### config.mk
export PLATFORM = sky130hd
export DESIGN_NAME = actr_key_sched
export DESIGN_NICKNAME = d
export VERILOG_FILES = /design/src/sv/actr_pkg.sv /design/src/sv/actr_key_sched.sv
export SDC_FILE = /design/constraint.sdc
export NUM_CORES = 2
export LEC_CHECK = 0
export BUFFER_PORTS_ARGS = -buffer_cell sky130_fd_sc_hd__buf_2
export CORE_AREA = 2 2 579 581
export DETAILED_ROUTE_END_ITERATION = 10
export DIE_AREA = 0 0 581 583
export MAX_ROUTING_LAYER = met4
export PLACE_DENSITY = 0.36
export SYNTH_ARGS = -nofsm -noshare
export SYNTH_HDL_FRONTEND = slang
export SYNTH_SLANG_ARGS = --single-unit
### constraint.sdc
create_clock -name i_clk -period 7.45 [get_ports i_clk]
set_input_delay 0.745 -clock i_clk [delete_from_list [all_inputs] [get_ports i_clk]]
set_output_delay 0.745 -clock i_clk [all_outputs]
set_load 0.005 [all_outputs]
### src/sv/actr_pkg.sv
// ----------------------------------------------------------------------------
// actr_pkg: shared types, constants and AES functions
// S-box, round constants and the per-round helpers used by the round and
// key expansion logic.
// ----------------------------------------------------------------------------
package actr_pkg;

    localparam int BLOCK_BYTES = 16;
    localparam int AES_ROUNDS  = 10;
    localparam int CNT_W       = 5;
    localparam int IDX_W       = 28;
    localparam int CFG_IDX_W   = 1;

    localparam logic [CFG_IDX_W-1:0] REG_KEY_LOW  = 1'b0;
    localparam logic [CFG_IDX_W-1:0] REG_KEY_HIGH = 1'b1;

    typedef logic [127:0] t_block;

    typedef struct packed {
        logic [63:0]      data_low;
        logic [63:0]      data_high;
        logic [63:0]      message_offset;
        logic [IDX_W-1:0] block_index;
        logic [CNT_W-1:0] byte_count;
    } t_in;

    typedef struct packed {
        logic [63:0]      out_low;
        logic [63:0]      out_high;
        logic [CNT_W-1:0] out_count;
    } t_out;

    typedef struct packed {
        logic [63:0] data;
    } t_cfg;

    localparam logic [7:0] SBOX [256] = '{
        8'h63,8'h7c,8'h77,8'h7b,8'hf2,8'h6b,8'h6f,8'hc5,8'h30,8'h01,8'h67,8'h2b,8'hfe,8'hd7,8'hab,8'h76,
        8'hca,8'h82,8'hc9,8'h7d,8'hfa,8'h59,8'h47,8'hf0,8'had,8'hd4,8'ha2,8'haf,8'h9c,8'ha4,8'h72,8'hc0,
        8'hb7,8'hfd,8'h93,8'h26,8'h36,8'h3f,8'hf7,8'hcc,8'h34,8'ha5,8'he5,8'hf1,8'h71,8'hd8,8'h31,8'h15,
        8'h04,8'hc7,8'h23,8'hc3,8'h18,8'h96,8'h05,8'h9a,8'h07,8'h12,8'h80,8'he2,8'heb,8'h27,8'hb2,8'h75,
        8'h09,8'h83,8'h2c,8'h1a,8'h1b,8'h6e,8'h5a,8'ha0,8'h52,8'h3b,8'hd6,8'hb3,8'h29,8'he3,8'h2f,8'h84,
        8'h53,8'hd1,8'h00,8'hed,8'h20,8'hfc,8'hb1,8'h5b,8'h6a,8'hcb,8'hbe,8'h39,8'h4a,8'h4c,8'h58,8'hcf,
        8'hd0,8'hef,8'haa,8'hfb,8'h43,8'h4d,8'h33,8'h85,8'h45,8'hf9,8'h02,8'h7f,8'h50,8'h3c,8'h9f,8'ha8,
        8'h51,8'ha3,8'h40,8'h8f,8'h92,8'h9d,8'h38,8'hf5,8'hbc,8'hb6,8'hda,8'h21,8'h10,8'hff,8'hf3,8'hd2,
        8'hcd,8'h0c,8'h13,8'hec,8'h5f,8'h97,8'h44,8'h17,8'hc4,8'ha7,8'h7e,8'h3d,8'h64,8'h5d,8'h19,8'h73,
        8'h60,8'h81,8'h4f,8'hdc,8'h22,8'h2a,8'h90,8'h88,8'h46,8'hee,8'hb8,8'h14,8'hde,8'h5e,8'h0b,8'hdb,
        8'he0,8'h32,8'h3a,8'h0a,8'h49,8'h06,8'h24,8'h5c,8'hc2,8'hd3,8'hac,8'h62,8'h91,8'h95,8'he4,8'h79,
        8'he7,8'hc8,8'h37,8'h6d,8'h8d,8'hd5,8'h4e,8'ha9,8'h6c,8'h56,8'hf4,8'hea,8'h65,8'h7a,8'hae,8'h08,
        8'hba,8'h78,8'h25,8'h2e,8'h1c,8'ha6,8'hb4,8'hc6,8'he8,8'hdd,8'h74,8'h1f,8'h4b,8'hbd,8'h8b,8'h8a,
        8'h70,8'h3e,8'hb5,8'h66,8'h48,8'h03,8'hf6,8'h0e,8'h61,8'h35,8'h57,8'hb9,8'h86,8'hc1,8'h1d,8'h9e,
        8'he1,8'hf8,8'h98,8'h11,8'h69,8'hd9,8'h8e,8'h94,8'h9b,8'h1e,8'h87,8'he9,8'hce,8'h55,8'h28,8'hdf,
        8'h8c,8'ha1,8'h89,8'h0d,8'hbf,8'he6,8'h42,8'h68,8'h41,8'h99,8'h2d,8'h0f,8'hb0,8'h54,8'hbb,8'h16
    };

    localparam logic [7:0] RCON [AES_ROUNDS] = '{
        8'h01,8'h02,8'h04,8'h08,8'h10,8'h20,8'h40,8'h80,8'h1b,8'h36
    };

    function automatic logic [7:0] xtime(input logic [7:0] b);
        return {b[6:0], 1'b0} ^ (b[7] ? 8'h1b : 8'h00);
    endfunction

    // Byte i of a block lives in bits 8*i+7:8*i.
    function automatic t_block aes_round(input t_block s, input t_block rk, input logic last);
        logic [7:0] sb [16];
        logic [7:0] t  [16];
        logic [7:0] m  [16];
        logic [7:0] a0, a1, a2, a3, all;
        t_block     r;
        for (int i = 0; i < 16; i++) begin
            sb[i] = SBOX[s[8*i +: 8]];
        end
        for (int c = 0; c < 4; c++) begin
            for (int row = 0; row < 4; row++) begin
                t[row + 4*c] = sb[row + 4*((c + row) % 4)];
            end
        end
        for (int c = 0; c < 4; c++) begin
            a0  = t[4*c];
            a1  = t[4*c+1];
            a2  = t[4*c+2];
            a3  = t[4*c+3];
            all = a0 ^ a1 ^ a2 ^ a3;
            m[4*c]   = a0 ^ all ^ xtime(a0 ^ a1);
            m[4*c+1] = a1 ^ all ^ xtime(a1 ^ a2);
            m[4*c+2] = a2 ^ all ^ xtime(a2 ^ a3);
            m[4*c+3] = a3 ^ all ^ xtime(a3 ^ a0);
        end
        for (int i = 0; i < 16; i++) begin
            r[8*i +: 8] = (last ? t[i] : m[i]) ^ rk[8*i +: 8];
        end
        return r;
    endfunction

    function automatic t_block key_step(input t_block k, input logic [7:0] rc);
        logic [31:0] t;
        logic [31:0] w0, w1, w2, w3;
        t  = {SBOX[k[103:96]], SBOX[k[127:120]], SBOX[k[119:112]],
              SBOX[k[111:104]] ^ rc};
        w0 = k[31:0] ^ t;
        w1 = k[63:32] ^ w0;
        w2 = k[95:64] ^ w1;
        w3 = k[127:96] ^ w2;
        return {w3, w2, w1, w0};
    endfunction

endpackage

### src/sv/actr_key_sched.sv
// ----------------------------------------------------------------------------
// actr_key_sched: round key expansion
// Holds the key and rebuilds all eleven round keys, one per cycle, after reset
// or a key write; a new key write restarts the rebuild.
// ----------------------------------------------------------------------------
module actr_key_sched (
    input  logic                 i_clk,
    input  logic                 i_rst_n,
    input  logic                 i_wr,
    input  logic                 i_sel_high,
    input  logic [63:0]          i_data,
    output actr_pkg::t_block     o_rk [actr_pkg::AES_ROUNDS+1],
    output logic                 o_busy
);

    actr_pkg::t_block r_key;
    actr_pkg::t_block r_rk [actr_pkg::AES_ROUNDS+1];
    logic [3:0]       r_step;
    logic             r_busy;

    always_ff @(posedge i_clk) begin
        if (!i_rst_n) begin
            r_key  <= '0;
            r_step <= 4'd0;
            r_busy <= 1'b1;
        end else if (i_wr) begin
            if (i_sel_high) begin
                r_key[127:64] <= i_data;
            end else begin
                r_key[63:0] <= i_data;
            end
            r_step <= 4'd0;
            r_busy <= 1'b1;
        end else if (r_busy) begin
            if (r_step == 4'(actr_pkg::AES_ROUNDS)) begin
                r_busy <= 1'b0;
            end else begin
                r_step <= r_step + 4'd1;
            end
        end
    end

    always_ff @(posedge i_clk) begin
        if (!i_wr && r_busy) begin
            if (r_step == 4'd0) begin
                r_rk[0] <= r_key;
            end else begin
                r_rk[r_step] <= actr_pkg::key_step(r_rk[r_step - 4'd1],
                                                   actr_pkg::RCON[r_step - 4'd1]);
            end
        end
    end

    assign o_rk   = r_rk;
    assign o_busy = r_busy;

endmodule

==> results.yml <==
logic_synthesis:
  yosysUniqueCellTypes: 107
  synth_flop_cell: "edfxtp_1"
  synth.yosys.warnings: 0
  ys_seq_elements: 1541
  syn_inst: 5699
  syn_nets: 5828
  synth-edff-count: 1408
  avgSynthCellArea_um2: 13.2
  async_flop_share_pct: 0
  synth.cell_area_um2: 75000
  synth_seq_area_share_pct: 59.9
clock_network:
  insertion_delay_ns: 0.91
  clk_pin_slew_ns: 0.06
  cts-root-buf: "clkbuf_16"
  cts.sinks: 1541
  clock_path_buffers: 4
  cts_tree: "yes"
  cts_buffers: 186
  htree_levels: 4
floorplanning:
  ioPinCount: 1477
  core_area_um2: 332000
  die_w_um: 581
  die_area_um2: 339000
  core.rowCount: 212
  initial_core_util_pct: 22.6
  die_h_um: 583
worst_setup_path:
  crit_path_max_fanout: 25
  crit_path_max_incr_delay_ns: 0.87
  path_buf_inv: 5
  crit_start: "r_step[1]$_SDFFE_PP0P_"
  endpoint: "o_rk[234]$_DFFE_PP_"
  critPathSlowestCell: "o22ai_2"
  worstReg2RegEnd: "o_rk[234]$_DFFE_PP_"
  reg2reg_slack_ns: -0.13
  r2r_start: "r_step[1]$_SDFFE_PP0P_"
  crit_cells: 18
  cp.required_ns: 8.13
  setup.worst_path.class: "reg -> reg"
  crit_chain: "inv_1 > ha_4 > nor2b_4 > buf_4 > a22oi_1 > o22ai_2 > ha_1 > nand2_1 > a21oi_1 > a211oi_1 > nor4_1 > a211oi_1 > o22ai_2 > xnor2_1 > buf_4 > inv_2 > xnor2_2 > buf_4"
  cp-end-kind: "register"
  r2r_cells: 18
  crit_arrival_ns: 8.25
  worst_path_most_repeated_cell: "buf_4"
  start_kind: "register"
  critical_path.top_delay_family: "compound AO/OA/AOI/OAI gates"
power_and_ir_drop:
  pwr-share-seq_pct: 38.9
  clkPwrFrac_pct: 32.6
  leakagePower_nw: 33.8
  p_comb_share_pct: 28.4
  vdd_ir_drop_max_uv: 216
  power_mw: 28.5
  switching_share_pct: 35.7
  p_int_mw: 18.3
  switching_power_mw: 10.2
  pwr_density_cell_nw_per_um2: 295
outcome:
  status: "finished with violations"
  violations: "setup timing"
global_route:
  grt_pass1_vias: 63000
  overflow: 0
  grt_max_degree: 91
  grt_first_pass_wirelength_um: 706000
  antenna_found_initial: 75
  grt.total_usage_pct: 32.5
timing:
  tightest_slew_ns: 1.36
  setup_viol: 10
  fin_crit_sh_pct: 102
  rsz0062_at_grt: "false"
  clock_skew_ns: 0.0642
  hold_viol: 0
  setup_slack_ns: -0.126
  maxSlewHeadroom_pct: 9.25
  final_max_slew_viol_count: 0
  period_needed_ns: 7.58
  clock.fmax_ghz: 0.132
place:
  placed_cell_area_um2: 90300
  io_buffers: 1476
  dp_hpwl_um: 424000
  routabilityCongestion: 0.932
detailed_routing:
  ant_nets: 0
  drtIter0Drc: 8043
  wire_per_inst_um: 46.4
  vias: 65400
  routed_via_density: 5.48
  drt_first_pass_iters: 7
  drc: 0
  wirelength_um: 554000
final_layout:
  nNetsFinal: 7490
  design_area_um2: 96400
  drive_gt1_share_pct: 35.9
  area_delta_synth_final_pct: 28.6
job:
  max_cap_viol_count: 0
worst_hold_path:
  hp-class: "in -> reg"
-- registers in the layout (all words and copies together) (netlist names) --
register / flops
o_busy: 1
o_rk: 1408
r_key: 128
r_step: 4
-- final cells by class --
| cell class | instances | area [µm²] |
|---|---|---|
| repair buffers | 1961 | 11600 |
| multi-input cells | 3627 | 28100 |
| clock inverters | 90 | 912 |
| flip-flops and latches | 1541 | 44900 |
| inverters | 44 | 170 |
| clock buffers | 248 | 5080 |
| well taps | 4387 | 5490 |
| fillers | 34400 | 236000 |
| diodes | 47 | 118 |
-- worst register-to-register path: cells and delay by family (launching register included) --
kind            cells  cell delay, ns
xor+xnor            2            0.55
flops               1            0.35
buf+inv             5            1.40
fa+ha+maj           2            1.32
simple gates        3            1.65
compound gates      6            2.11
-- synthesized netlist by cell type, types with 16 or more instances --
cell	count	area share (%)
mux2_2	65	0.98
a22oi_1	23	0.23
a21oi_1	199	1.3
o211ai_1	153	1.5
nor2_1	252	1.3
nor4_1	16	0.13
clkbuf_1	196	0.98
o2111ai_1	19	0.22
buf_1	38	0.19
nand2_1	604	3.0
buf_2	180	1.2
a221oi_1	71	0.83
o311ai_0	36	0.42
buf_4	49	0.49
a31oi_1	81	0.68
nand2b_1	17	0.14
xor2_1	49	0.57
a311oi_1	30	0.35
o311a_1	16	0.21
dfxtp_1	133	3.6
inv_1	28	0.14
a21boi_0	129	1.3
edfxtp_1	1408	56
o221ai_1	30	0.35
ha_1	61	1.0
o31ai_1	36	0.36
o21ai_0	285	1.9
o2bb2ai_1	18	0.21
buf_6	24	0.36
a32oi_1	23	0.27
o22ai_1	30	0.25
nor3_1	110	0.73
and2_1	157	1.3
nand3_1	186	1.2
xnor2_1	144	1.7
mux4_2	246	7.4
a211oi_1	77	0.77
mux2i_1	122	1.6
nand4_1	27	0.23
-- timing repair --
action,CTS,global route
cloned,0,0
pin swaps,1,0
buffers inserted,1,0
gates resized for setup,1,1
hold buffers,0,0
setup endpoints to repair,20,10
-- cells by family after synthesis --
logic type / Yosys count / synth area share (%)
xor gates and xnor gates: 210 / 2.65
muxes: 434 / 10.0
adders and majority gates: 61 / 1.02
DFF: 1541 / 59.9
AOI/OAI and AO/OA: 1484 / 14.2
and+or+nand+nor: 1438 / 8.77
buffers and inverters: 531 / 3.44
-- how the worst min path moves through the flow --
| stage | startpoint | end | slack [ns] | cells after the start |
|---|---|---|---|---|
| after CTS | i_data[4] | r_key[68]$_SDFFE_PN0P_ | 0.06 | 3 |
| after floorplan | r_key[0]$_SDFFE_PN0P_ | r_key[0]$_SDFFE_PN0P_ | 0.44 | 2 |
| after global placement | r_key[15]$_SDFFE_PN0P_ | r_key[15]$_SDFFE_PN0P_ | 0.45 | 2 |
| final | i_data[4] | r_key[68]$_SDFFE_PN0P_ | 0.11 | 3 |
| after global routing | i_data[4] | r_key[68]$_SDFFE_PN0P_ | 0.1 | 3 |
| after detailed placement | r_key[7]$_SDFFE_PN0P_ | r_key[7]$_SDFFE_PN0P_ | 0.46 | 2 |
-- power by group through the flow --
stage	clock, mW	sequential, mW	combinational [mW]
2_1_floorplan	0	11.2	3.22
3_3_place_gp	0	11.3	8.09
3_5_place_dp	0	11.3	8.04
4_1_cts	9.42	11.1	8.07
5_1_grt	9.75	11.1	8.38
6_report	9.28	11.1	8.10
-- placed cells by master, fill, tap and decap left out, drive strengths merged, types with 50 or more instances in the layout --
master	n
o21ai	295
a21oi	204
xor2	50
clkbuf	248
a221oi	71
nand2	611
ha	61
buf	1961
nor3	110
and2	158
o211ai	153
clkinv	67
a21boi	130
edfxtp	1408
mux2	66
mux2i	122
xnor2	159
a211oi	82
dfxtp	133
a31oi	81
nor2	257
nand3	187
mux4	246
-- metrics by stage --
step | instances | setup WS (ns) | hold WS, ns | setup TNS [ns] | utilization [%]
global route | 11900 | 0.00691 | 0.0954 | 0 | 29.0
CTS | 11900 | 0.0736 | 0.0555 | 0 | 29.0
detailed placement | 11600 | -0.106 | 0.456 | -1.29 | 27.2
floorplan | 5699 | 0.578 | 0.439 | 0 | -
global placement | 11600 | -0.0941 | 0.448 | -1.08 | 27.1
finish | 11900 | -0.126 | 0.111 | -1.24 | 29.0
-- metal layers --
layer | track usage [%] | vias to the layer above | routed length [µm]
li1 | - | 25800 | -
met1 | 41.3 | 35500 | 229000
met2 | 50.9 | 3618 | 258000
met3 | 7.61 | 502 | 45400
met4 | 10.5 | 0 | 21700
met5 | - | - | 0
(Power assumes the default switching activity.)
